File: src/hdl/acm_pkg.sv
// shared types and constants for the apogee detector and canard mapper
// no dependencies; used by every module in hdl/
`default_nettype none

package acm_pkg;

  // field widths
  localparam int ALT_W    = 23;
  localparam int GND_W    = 21;
  localparam int HGT_W    = 17;
  localparam int BAT_W    = 12;
  localparam int RATE_W   = 16;
  localparam int REL_W    = 23;
  localparam int PEAK_W   = 22;
  localparam int DEG_W    = 7;
  // width of the raw altitude difference before saturation
  localparam int DIFF_W   = 25;

  localparam int IN_DATA_W  = 72;
  localparam int OUT_DATA_W = 64;
  localparam int CFG_IDX_W  = 2;
  localparam int CFG_DATA_W = 21;

  // register indexes on the config port
  typedef enum logic [CFG_IDX_W-1:0] {
    REG_GROUND_ALT  = 2'd0,
    REG_ARM_HEIGHT  = 2'd1,
    REG_DESCENT_MRG = 2'd2,
    REG_BATTERY_LOW = 2'd3
  } cfg_reg_t;

  // reset values of the config registers
  localparam logic signed [GND_W-1:0] GROUND_ALT_RST  = 21'sd0;
  localparam logic [HGT_W-1:0]        ARM_HEIGHT_RST  = 17'd200;
  localparam logic [HGT_W-1:0]        DESCENT_MRG_RST = 17'd50;
  localparam logic [BAT_W-1:0]        BATTERY_LOW_RST = 12'd1448;

  // saturation bounds of the relative altitude
  localparam logic signed [DIFF_W-1:0] REL_MAX = 25'sd4194303;
  localparam logic signed [DIFF_W-1:0] REL_MIN = -25'sd4194304;

  // canard map: rate -15000..15000 onto 70..110 degrees
  localparam logic signed [RATE_W:0] MAP_OFFSET = 17'sd15000;
  localparam logic signed [RATE_W:0] MAP_SPAN   = 17'sd30000;
  // 40/30000 == 1/750, done as multiply by ceil(2^24/750) and shift
  localparam logic [14:0]           MAP_RECIP  = 15'd22370;
  localparam int                    MAP_SHIFT  = 24;
  localparam logic [DEG_W-1:0]      ANG_LO     = 7'd70;
  localparam logic [DEG_W-1:0]      ANG_HI     = 7'd110;
  localparam logic [DEG_W-1:0]      ANG_MID    = 7'd90;

  // flight status handed from the state tracker to the top level
  typedef struct packed {
    logic fire_pulse;
    logic deployed;
    logic armed;
  } flight_status_t;

endpackage

`default_nettype wire

File: src/hdl/acm_canard_map.sv
// maps one gyro rate onto a clamped canard angle
// depends on acm_pkg
`default_nettype none

module acm_canard_map (
  input  wire logic signed [acm_pkg::RATE_W-1:0] rate,
  output logic             [acm_pkg::DEG_W-1:0]  deg
);

  logic signed [acm_pkg::RATE_W:0] shifted;
  logic        [29:0]              prod;
  logic        [5:0]               quot;

  assign shifted = {rate[acm_pkg::RATE_W-1], rate} + acm_pkg::MAP_OFFSET;
  assign prod    = 30'(shifted[14:0]) * 30'(acm_pkg::MAP_RECIP);
  assign quot    = 6'(prod >> acm_pkg::MAP_SHIFT);

  always_comb begin
    priority if (shifted[acm_pkg::RATE_W]) begin
      // below the low end, truncation still lands on the low stop
      deg = acm_pkg::ANG_LO;
    end else if (shifted >= acm_pkg::MAP_SPAN) begin
      deg = acm_pkg::ANG_HI;
    end else begin
      deg = acm_pkg::ANG_LO + {1'b0, quot};
    end
  end

endmodule

`default_nettype wire

File: src/hdl/acm_flight_state.sv
// relative altitude, peak tracking and one-shot deployment decision
// holds the peak and fired state; depends on acm_pkg
`default_nettype none

module acm_flight_state (
  input  wire logic                                clk,
  input  wire logic                                rst_n,
  input  wire logic                                step,
  input  wire logic signed [acm_pkg::ALT_W-1:0]    altitude_cm,
  input  wire logic signed [acm_pkg::GND_W-1:0]    ground_alt_cm,
  input  wire logic        [acm_pkg::HGT_W-1:0]    arm_height_cm,
  input  wire logic        [acm_pkg::HGT_W-1:0]    descent_margin_cm,
  output logic signed      [acm_pkg::REL_W-1:0]    relative_alt_cm,
  output logic             [acm_pkg::PEAK_W-1:0]   peak_alt_cm,
  output logic                                     fired_before,
  output acm_pkg::flight_status_t                  status
);

  logic [acm_pkg::PEAK_W-1:0] peak_r, peak_nxt;
  logic                       fired_r, fired_nxt;

  logic signed [acm_pkg::DIFF_W-1:0] diff;
  logic signed [acm_pkg::DIFF_W-1:0] rel_sat;
  logic signed [acm_pkg::DIFF_W-1:0] peak_ext;
  logic signed [acm_pkg::DIFF_W-1:0] drop;
  logic                              fire;

  assign diff = acm_pkg::DIFF_W'(altitude_cm) - acm_pkg::DIFF_W'(ground_alt_cm);

  always_comb begin
    priority if (diff > acm_pkg::REL_MAX) begin
      rel_sat = acm_pkg::REL_MAX;
    end else if (diff < acm_pkg::REL_MIN) begin
      rel_sat = acm_pkg::REL_MIN;
    end else begin
      rel_sat = diff;
    end
  end

  assign peak_nxt = (rel_sat > $signed({3'b000, peak_r})) ?
                    rel_sat[acm_pkg::PEAK_W-1:0] : peak_r;
  assign peak_ext = $signed({3'b000, peak_nxt});
  assign drop     = peak_ext - rel_sat;

  assign fire = !fired_r
             && (peak_nxt > acm_pkg::PEAK_W'(arm_height_cm))
             && (drop > $signed({8'd0, descent_margin_cm}));

  assign fired_nxt = fired_r | fire;

  always_ff @(posedge clk) begin
    if (!rst_n) begin
      peak_r  <= '0;
      fired_r <= 1'b0;
    end else if (step) begin
      peak_r  <= peak_nxt;
      fired_r <= fired_nxt;
    end
  end

  assign relative_alt_cm   = rel_sat[acm_pkg::REL_W-1:0];
  assign peak_alt_cm       = peak_nxt;
  assign fired_before      = fired_r;
  assign status.fire_pulse = fire;
  assign status.deployed   = fired_nxt;
  assign status.armed      = !fired_nxt;

endmodule

`default_nettype wire

File: src/hdl/apogee_deploy_and_canard_mapper.sv
// top level: input beat register, flight state and canard maps, result register
// depends on acm_pkg, acm_flight_state, acm_canard_map
`default_nettype none

//  channel  ports            direction  payload
//  in       in_t{valid,ready,data}  slave   altitude, two gyro rates, battery count
//  out      out_t{valid,ready,data} master  altitudes, canard angles, status flags
//  cfg      cfg_we/index/wdata      write   ground, arm height, margin, battery limit
//
//  one beat per cycle sustained while out_tready stays high; a beat passes through the
//  input register and then the result register before it appears on out
//  the input register advances whenever the result register is empty or taken,
//  so in_tready follows out_tready combinationally
//  peak and fired state update as a beat moves into the result register, so
//  stalls on either side never replay or drop a beat
//  synchronous active-low reset clears valids, state and config registers

module apogee_deploy_and_canard_mapper (
  input  wire logic                             clk,
  input  wire logic                             rst_n,
  input  wire logic                             in_tvalid,
  output logic                                  in_tready,
  // altitude_cm[22:0], rate_x[38:23], rate_y[54:39], battery_raw[66:55], zero fill
  input  wire logic [acm_pkg::IN_DATA_W-1:0]    in_tdata,
  output logic                                  out_tvalid,
  input  wire logic                             out_tready,
  // relative_alt_cm[22:0], peak_alt_cm[44:23], canard_one_deg[51:45],
  // canard_two_deg[58:52], fire_pulse[59], deployed[60], battery_low[61],
  // error_lamp[62], armed_lamp[63]
  output logic      [acm_pkg::OUT_DATA_W-1:0]   out_tdata,
  input  wire logic                             cfg_we,
  input  wire logic [acm_pkg::CFG_IDX_W-1:0]    cfg_index,
  input  wire logic [acm_pkg::CFG_DATA_W-1:0]   cfg_wdata
);

  // config registers
  logic signed [acm_pkg::GND_W-1:0] ground_r;
  logic        [acm_pkg::HGT_W-1:0] arm_r;
  logic        [acm_pkg::HGT_W-1:0] margin_r;
  logic        [acm_pkg::BAT_W-1:0] bat_low_r;

  always_ff @(posedge clk) begin
    if (!rst_n) begin
      ground_r  <= acm_pkg::GROUND_ALT_RST;
      arm_r     <= acm_pkg::ARM_HEIGHT_RST;
      margin_r  <= acm_pkg::DESCENT_MRG_RST;
      bat_low_r <= acm_pkg::BATTERY_LOW_RST;
    end else if (cfg_we) begin
      unique case (acm_pkg::cfg_reg_t'(cfg_index))
        acm_pkg::REG_GROUND_ALT:  ground_r  <= $signed(cfg_wdata);
        acm_pkg::REG_ARM_HEIGHT:  arm_r     <= cfg_wdata[acm_pkg::HGT_W-1:0];
        acm_pkg::REG_DESCENT_MRG: margin_r  <= cfg_wdata[acm_pkg::HGT_W-1:0];
        acm_pkg::REG_BATTERY_LOW: bat_low_r <= cfg_wdata[acm_pkg::BAT_W-1:0];
        default: ;
      endcase
    end
  end

  // input beat register
  logic                              s1_valid_r;
  logic signed [acm_pkg::ALT_W-1:0]  s1_alt_r;
  logic signed [acm_pkg::RATE_W-1:0] s1_rx_r;
  logic signed [acm_pkg::RATE_W-1:0] s1_ry_r;
  logic        [acm_pkg::BAT_W-1:0]  s1_bat_r;
  logic                              s1_adv;
  logic                              in_take;

  assign s1_adv    = s1_valid_r && (!out_tvalid || out_tready);
  assign in_tready = !s1_valid_r || s1_adv;
  assign in_take   = in_tvalid && in_tready;

  always_ff @(posedge clk) begin
    if (!rst_n) begin
      s1_valid_r <= 1'b0;
    end else if (in_tready) begin
      s1_valid_r <= in_tvalid;
    end
  end

  always_ff @(posedge clk) begin
    if (in_take) begin
      s1_alt_r <= $signed(in_tdata[22:0]);
      s1_rx_r  <= $signed(in_tdata[38:23]);
      s1_ry_r  <= $signed(in_tdata[54:39]);
      s1_bat_r <= in_tdata[66:55];
    end
  end

  // per-beat logic
  logic signed [acm_pkg::REL_W-1:0]  rel;
  logic        [acm_pkg::PEAK_W-1:0] peak;
  logic                              fired_before;
  acm_pkg::flight_status_t           status;
  logic        [acm_pkg::DEG_W-1:0]  map_one, map_two;
  logic        [acm_pkg::DEG_W-1:0]  deg_one, deg_two;
  logic                              bat_low;

  acm_flight_state u_flight (
    .clk               (clk),
    .rst_n             (rst_n),
    .step              (s1_adv),
    .altitude_cm       (s1_alt_r),
    .ground_alt_cm     (ground_r),
    .arm_height_cm     (arm_r),
    .descent_margin_cm (margin_r),
    .relative_alt_cm   (rel),
    .peak_alt_cm       (peak),
    .fired_before      (fired_before),
    .status            (status)
  );

  acm_canard_map u_map_one (.rate(s1_rx_r), .deg(map_one));
  acm_canard_map u_map_two (.rate(s1_ry_r), .deg(map_two));

  // canards still steer on the firing beat, parked from the next one on
  assign deg_one = fired_before ? acm_pkg::ANG_MID : map_one;
  assign deg_two = fired_before ? acm_pkg::ANG_MID : map_two;
  assign bat_low = s1_bat_r < bat_low_r;

  // result register
  logic                              out_valid_r, out_valid_nxt;
  logic [acm_pkg::OUT_DATA_W-1:0]    out_data_r, out_data_nxt;

  assign out_valid_nxt = s1_adv || (out_valid_r && !out_tready);
  assign out_data_nxt  = {status.armed,
                          bat_low | status.deployed,
                          bat_low,
                          status.deployed,
                          status.fire_pulse,
                          deg_two,
                          deg_one,
                          peak,
                          rel};

  always_ff @(posedge clk) begin
    if (!rst_n) begin
      out_valid_r <= 1'b0;
    end else begin
      out_valid_r <= out_valid_nxt;
    end
  end

  always_ff @(posedge clk) begin
    if (s1_adv) begin
      out_data_r <= out_data_nxt;
    end
  end

  assign out_tvalid = out_valid_r;
  assign out_tdata  = out_data_r;

endmodule

`default_nettype wire

File: config.mk
export PLATFORM = sky130hd
export DESIGN_NAME = apogee_deploy_and_canard_mapper
export DESIGN_NICKNAME = d
export VERILOG_FILES = /design/src/hdl/acm_pkg.sv /design/src/hdl/acm_canard_map.sv /design/src/hdl/acm_flight_state.sv /design/src/hdl/apogee_deploy_and_canard_mapper.sv
export SDC_FILE = /design/constraint.sdc
export NUM_CORES = 1
export LEC_CHECK = 0
export ABC_AREA = 1
export BUFFER_PORTS_ARGS = -buffer_cell sky130_fd_sc_hd__clkbuf_2
export CAP_MARGIN = 20
export CORE_UTILIZATION = 60
export CTS_BUF_LIST = sky130_fd_sc_hd__clkbuf_8
export CTS_CLUSTER_DIAMETER = 100
export CTS_CLUSTER_SIZE = 16
export DETAILED_ROUTE_END_ITERATION = 10
export PLACE_DENSITY_LB_ADDON = 0.25
export SLEW_MARGIN = 20
export SYNTH_ARGS = -nofsm -noshare
export SYNTH_HDL_FRONTEND = slang
export SYNTH_SLANG_ARGS = --single-unit
File: constraint.sdc
create_clock -name clk -period 13.8 [get_ports clk]
set_input_delay 0 -clock clk [delete_from_list [all_inputs] [get_ports clk]]
set_output_delay 0 -clock clk [all_outputs]
set_load 0.05 [all_outputs]
Yosys cells after proc, flatten, opt, wreduce, memory -nomap -nowiden
Index checks and enable logic that the tools add are counted.
Word-level totals
  bits in registers: 223
  latch bits: 0
  RAM bits: 0
  bits in read-only memories: 0
  input port bits: 100
  output and inout port bits: 66
  logic and storage cells: 68
  memories: 0
Operators by class
  add/subtract/negate cells: 6
  multiply operators: 2
  divide/modulo/power cells: 0
  magnitude comparators: 8
  equality and inequality tests: 3
  shift-type cells: 0
  multiplexer cells: 7
  bitwise operators: 2
  reduce and logical (&&, ||, !) cells: 22
Operators by type and width (number)
  15-bit by 14-bit multiplier with 29-bit output, second input constant: 2
  25-bit two-way mux: 2
  16-bit by 15-bit adder with 17-bit output, second input constant: 2
  17-bit by 16-bit >= comparator with 1-bit output, second input constant: 2
  25-bit by 18-bit greater-than comparator with 1-bit output: 1
  25-bit by 23-bit greater-than comparator with 1-bit output: 1
  25-bit by 23-bit greater-than comparator with 1-bit output, second input constant: 1
  25-bit by 23-bit < comparator with 1-bit output, second input constant: 1
  23-bit by 25-bit subtractor with 25-bit output: 1
  23-bit by 21-bit subtractor with 24-bit output: 1
  22-bit by 17-bit greater-than comparator with 1-bit output: 1
  22-bit two-way mux: 1
  7-bit by 6-bit adder with 7-bit output, first input constant: 2
  12-bit < comparator: 1
  6-bit two-way mux: 2
  5-bit two-way mux: 2
  2-bit AND reduction: 4
  3-bit OR reduction: 2
  1-bit logical AND: 5
  1-bit zero test: 5
  2-bit == test, second input constant: 2
  2-bit OR reduction: 2
  1-bit logical OR: 3
  2-bit by 1-bit == test with 1-bit output, second input constant: 1
  other kinds (2): 3

Longest topological paths before layout
  word-level depth: 11
  mapped depth: 56
  depth with buffers taken out: 54

By module
From an unflattened synthesis, not the netlist that was laid out.
Unflattened totals
  cell total of the unflattened synthesis: 2686
  area total of the unflattened synthesis: 21819.7 um^2
Modules (own cells, without submodules)
  apogee_deploy_and_canard_mapper: instances 1, cells each 508, area each 6767.7 um^2, seq. area each 5315.1 um^2
  acm_flight_state: instances 1, cells each 958, area each 5844.4 um^2, seq. area each 460.4 um^2
  acm_canard_map (u_map_one): instances 1, cells each 616, area each 4606.9 um^2, seq. area each 0.0 um^2
  acm_canard_map (u_map_two): instances 1, cells each 604, area each 4600.7 um^2, seq. area each 0.0 um^2

Worst setup path after synthesis
OpenSTA, ideal clock, no wires.
  path type: reg-to-reg
  from: register s1_alt_r[0] (netlist bit)
  to: register out_data_r, in the netlist out_tdata[62], data pin
  setup time: 259 ps
  arrival: 6191 ps
  data required time: 13541 ps
  path slack: 7350 ps
  cell stages (with the launch flop): 48
  buffers on the path: 2
  period minus slack after synthesis: 6450 ps
  path through: edfxtp_1 inv_1 ha_1 inv_1 fa_1 nand2_1 nand2_1 nand3b_1 nand2_1 nand2_1 nand4_1 nand2_1 inv_1 nand2_2 inv_2 buf_2 a21oi_1 inv_1 [... 12 more ...] inv_2 nand2_1 o21ai_1 ha_1 fa_1 inv_1 nand3_1 nand3_1 a21oi_1 o21ai_0 xor2_1 ha_1 nand4_1 or4_1 nor2_1 nor2_1 a21oi_4 nand2_1
On the way
  cells in the longest elaborated chain, start to end: 11
  elaborated cells on any way between the ends: 14
  those cells by class: add/sub: 2; order compare: 5; mux: 3; bitwise: 2; reduce/logical: 2
Ends and longest elaborated chain
  start, declared: RTL line apogee_deploy_and_canard_mapper.sv:61  | logic signed [acm_pkg::ALT_W-1:0] s1_alt_r;
  start signal, assigned: RTL line apogee_deploy_and_canard_mapper.sv:82  | s1_alt_r <= $signed(in_tdata[22:0]);
  23-bit by 21-bit subtractor with 24-bit output (*): RTL line acm_flight_state.sv:28  | assign diff = acm_pkg::DIFF_W'(altitude_cm) - acm_pkg::DIFF_W'(ground_alt_cm);
  25-bit by 23-bit < comparator with 1-bit output: RTL line acm_flight_state.sv:33  | end else if (diff < acm_pkg::REL_MIN) begin
  25-bit two-way mux: RTL line acm_flight_state.sv:33
  25-bit two-way mux (*): RTL line acm_flight_state.sv:31  | priority if (diff > acm_pkg::REL_MAX) begin
  via out_data_nxt (one bit): RTL line apogee_deploy_and_canard_mapper.sv:122  | logic [acm_pkg::OUT_DATA_W-1:0] out_data_r, out_data_nxt;
  25-bit by 23-bit greater-than comparator with 1-bit output: RTL line acm_flight_state.sv:40  | assign peak_nxt = (rel_sat > $signed({3'b000, peak_r})) ?
  22-bit two-way mux: RTL line acm_flight_state.sv:40
  23-bit by 25-bit subtractor with 25-bit output / 22-bit by 17-bit greater-than comparator with 1-bit output (equally long branches): RTL line acm_flight_state.sv:43, acm_flight_state.sv:46
  25-bit by 18-bit greater-than comparator with 1-bit output / 1-bit logical AND (equally long branches): RTL line acm_flight_state.sv:47, acm_flight_state.sv:46
  1-bit logical AND (*): RTL line acm_flight_state.sv:47  | && (drop > $signed({8'd0, descent_margin_cm}));
  1-bit OR (*): RTL line acm_flight_state.sv:49  | assign fired_nxt = fired_r | fire;
  1-bit OR (*): RTL line apogee_deploy_and_canard_mapper.sv:126  | bat_low | status.deployed,
  via out_data_nxt (one bit): RTL line apogee_deploy_and_canard_mapper.sv:122
  end signal, assigned: RTL line apogee_deploy_and_canard_mapper.sv:145  | out_data_r <= out_data_nxt;
  end, declared: RTL line apogee_deploy_and_canard_mapper.sv:122
Mark *: on every way through the listed nets, which the timed path passes. The rest lies on a longest branch.
A chain may end at the register's enable or synchronous reset.

Worst setup path in the final report
  from: register s1_alt_r[0] (netlist bit)
  to: register out_data_r, in the netlist out_tdata[63], data pin
On the way
  cells in the longest elaborated chain, start to end: 11
  elaborated cells on any way between the ends: 14
  those cells by class: add/sub: 2; order compare: 5; mux: 3; bitwise: 1; reduce/logical: 3
Ends and longest elaborated chain
  23-bit by 21-bit subtractor with 24-bit output (*): RTL line acm_flight_state.sv:28
  25-bit by 23-bit < comparator with 1-bit output: RTL line acm_flight_state.sv:33
  25-bit two-way mux: RTL line acm_flight_state.sv:33
  25-bit two-way mux (*): RTL line acm_flight_state.sv:31
  via out_data_nxt (one bit): RTL line apogee_deploy_and_canard_mapper.sv:122
  25-bit by 23-bit greater-than comparator with 1-bit output (*): RTL line acm_flight_state.sv:40
  22-bit two-way mux (*): RTL line acm_flight_state.sv:40
  via out_data_nxt (one bit): RTL line apogee_deploy_and_canard_mapper.sv:122
  23-bit by 25-bit subtractor with 25-bit output / 22-bit by 17-bit greater-than comparator with 1-bit output (equally long branches): RTL line acm_flight_state.sv:43, acm_flight_state.sv:46
  25-bit by 18-bit greater-than comparator with 1-bit output / 1-bit logical AND (equally long branches): RTL line acm_flight_state.sv:47, acm_flight_state.sv:46
  1-bit logical AND (*): RTL line acm_flight_state.sv:47
  1-bit OR (*): RTL line acm_flight_state.sv:49
  1-bit zero test (*): RTL line acm_flight_state.sv:66  | assign status.armed = !fired_nxt;
  via out_data_nxt (one bit): RTL line apogee_deploy_and_canard_mapper.sv:122
Marks and branches as above.

==> results.sh <==
export IMPL_outcome="finished clean"
export IMPL_die_w_um=189
export IMPL_fin_nets=3369
export IMPL_leakage_nw=12.2
export IMPL_portBuffers=160
export IMPL_synthTopCellsByArea="ha_1, edfxtp_1, fa_1, inv_1, dfxtp_1"
export IMPL_finalSetupViolations=0
export IMPL_start_util_pct=60.7
export IMPL_synth_cells=2519
export IMPL_drt_first_pass_iters=5
export IMPL_grt_pass1_vias=17700
export IMPL_clock_path_buffers=3
export IMPL_rsz0062_at_grt="no"
export IMPL_place_area_um2=22200
export IMPL_ys_flop_type="edfxtp_1"
export IMPL_drcViolationCount=0
export IMPL_setup_slack_ps=4830
export IMPL_critPathLaunchType="flop"
export IMPL_synth_edf_count=131
export IMPL_whs_ps=58.6
export IMPL_multiInputGateArea_um2=12800
export IMPL_cts_clk_slew_worst_paths_ps=110
export IMPL_core_um2=34500
export IMPL_cts_root_buf="clkbuf_8"
export IMPL_wl_per_cell_um=16.9
export IMPL_slew_viol_final=0
export IMPL_hpwl_um=42900
export IMPL_die_area_um2=35600
export IMPL_route_vias_total=17500
export IMPL_postSynthAreaPerCell_um2=8.30
export IMPL_yosysSeqAreaShare_pct=27.6
export IMPL_cts_buffers=19
export IMPL_min_period_ps=8970
export IMPL_yosysTopAreaCell="ha_1"
export IMPL_grt_ovfl_total=0
export IMPL_placed_cells=3114
export IMPL_finalHoldViolCount=0
export IMPL_pre_cts_ws_ps=5100
export IMPL_drive_above_1_share_pct=8.11
export IMPL_synth_area_um2=20900
export IMPL_slowest_stage="o21ai_0"
export IMPL_cts_tree="built"
export IMPL_ir_drop_v=0.000331
export IMPL_drt_iter0_drc=1096
export IMPL_ioPinCount=166
export IMPL_grt_pass1_wl_um=88500
export IMPL_power_density_nw_per_um2=254
export IMPL_relSlewSlack_pct=34.0
export IMPL_yosysTopAreaCellShare_pct=20.8
export IMPL_cts_sinks=223
export IMPL_hold_path_class="in -> reg"
export IMPL_finClkSkew_ps=26.4
export IMPL_critical_path_most_common_cell="nand2_1"
export IMPL_async_reset_ff_share_pct=0
export IMPL_vias_per_cell=5.39
export IMPL_end_kind="flop"
export IMPL_synth_warnings=0
export IMPL_final_core_util_pct=68.7
export IMPL_die_h_um=189
export IMPL_fmax_mhz=112
export IMPL_htreeDepth=1
export IMPL_crit_fanout=30
export IMPL_final_cell_count_no_fill=3255
export IMPL_gp_congestion=0.950
export IMPL_ctsResizeCount=0
export IMPL_antenna_left=0
export IMPL_synth_nets=3101
export IMPL_fin_crit_sh_pct=65.0
export IMPL_critPathKind="reg -> reg"
export IMPL_clkLatencyLatePin_ps=590
export IMPL_final_cell_area_um2=23700
export IMPL_grt_max_degree=68
export IMPL_fp_row_count=68
export IMPL_cpPeakStageDelay_ps=740
export IMPL_antenna_found_initial=1
export IMPL_power_mw=6.00
export IMPL_drt_total_wl_um=55100
export IMPL_critPathArrivalTime_ps=9310
export IMPL_grtUsageTotal_pct=31.6
export IMPL_worst_slew_pin_slew_ps=984
export IMPL_required_ps=14140
export IMPL_cap_violations=0
export IMPL_area_delta_synth_final_pct=13.2
export IMPL_fillers=2784
export IMPL_setup_tns_ps=0
export IMPL_synth_cell_types=46
export IMPL_ys_ff_latch=223
export IMPL_seqCellArea_um2=5780
## power by group
group | leakage (nW) | total, mW | internal, mW | switching, mW
sequential | 2.00 | 0.836 | 0.812 | 0.0240
combinational | 9.94 | 4.76 | 1.81 | 2.96
clock | 0.221 | 0.406 | 0.160 | 0.246
## area by class of cell
cell class,count,area share (%)
Clock buffer,20,1.16
Inverter,581,9.21
Tap cell,455,2.40
Antenna cell,1,0.0106
Sequential cell,223,24.4
Timing Repair Buffer,276,8.19
Clock inverter,13,0.439
Multi-Input combinational cell,1686,54.2
## flip-flops by register name, summed over array words and instances (netlist names), 16 cells and up
| signal | count |
|---|---|
| margin_r | 17 |
| s1_alt_r | 23 |
| u_flight.peak_r | 22 |
| out_tdata | 64 |
| arm_r | 17 |
| s1_rx_r | 16 |
| s1_ry_r | 16 |
| ground_r | 21 |
## cell usage after synthesis, types with 10 or more instances
library cell  instances
o21ai_0             140
xor2_1               33
dfxtp_1              92
o211ai_1             11
nor3_1               24
ha_1                348
edfxtp_1            131
clkbuf_1             22
nand4_1              31
fa_1                134
nand2_1             442
o21ai_1              12
inv_1               576
o21bai_1             10
nand3_1              79
xnor2_1              23
a21oi_1             205
nor2_1              124
## worst paths after layout
check / to / start / cells after the start / slack, ps
setup reg to reg: out_tdata[63] / s1_alt_r[0] / 46 / 4830
hold reg to reg: bat_low_r[0] / bat_low_r[0] / 2 / 460
setup / recovery: out_tdata[63] / s1_alt_r[0] / 46 / 4830
hold / removal: u_flight.peak_r[0] / rst_n / 4 / 60
## worst max-delay path: cells and delay by family (launching register included)
kind	cells	cell delay, ps
and+or+nand+nor	25	3190
AOI/OAI and AO/OA	8	2360
adders and majority gates	5	1790
buffers and inverters	7	780
DFF	1	390
xor gates and xnor gates	1	190
## repair_timing
action,CTS,global route
setup buffers,0,0
hold buffers,107,0
hold endpoints to repair,136,0
## cells by family after synthesis
family	Yosys count	share of synthesized area (%)
fa+ha+maj	482	33.6
buf+inv	610	11.0
simple gates	736	14.7
flops	223	27.6
xor+xnor	56	2.35
compound gates	412	10.6
## layout by cell type, fill, tap and decap left out, drive strengths merged, types with 3 or more instances in the layout
cell / netlist / layout
dfxtp: 92 / 92
nand3: 80 / 80
edfxtp: 131 / 131
nand2: 452 / 452
a31oi: 7 / 7
a21o: 6 / 6
o21bai: 10 / 10
buf: 7 / 9
o21a: 3 / 3
nand4: 31 / 31
nor2: 129 / 129
o211ai: 11 / 11
dlygate4sd3: 0 / 107
xnor2: 23 / 23
fa: 134 / 134
and2: 4 / 4
nor3: 24 / 24
or2: 6 / 6
inv: 581 / 591
nand3b: 4 / 4
nor4: 3 / 3
a211oi: 5 / 5
ha: 348 / 348
xor2: 33 / 33
o21ai: 152 / 152
clkbuf: 22 / 180
a21oi: 208 / 208
## metal layers
metal | routed length (µm) | GRT usage [%] | vias up
met1 | 24100 | 41.7 | 8198
met2 | 25600 | 53.6 | 577
met4 | 1960 | 10.5 | 0
li1 | - | - | 8658
met5 | 0 | 0 | -
met3 | 3440 | 3.97 | 102
Power figures use the tool's default switching activity.
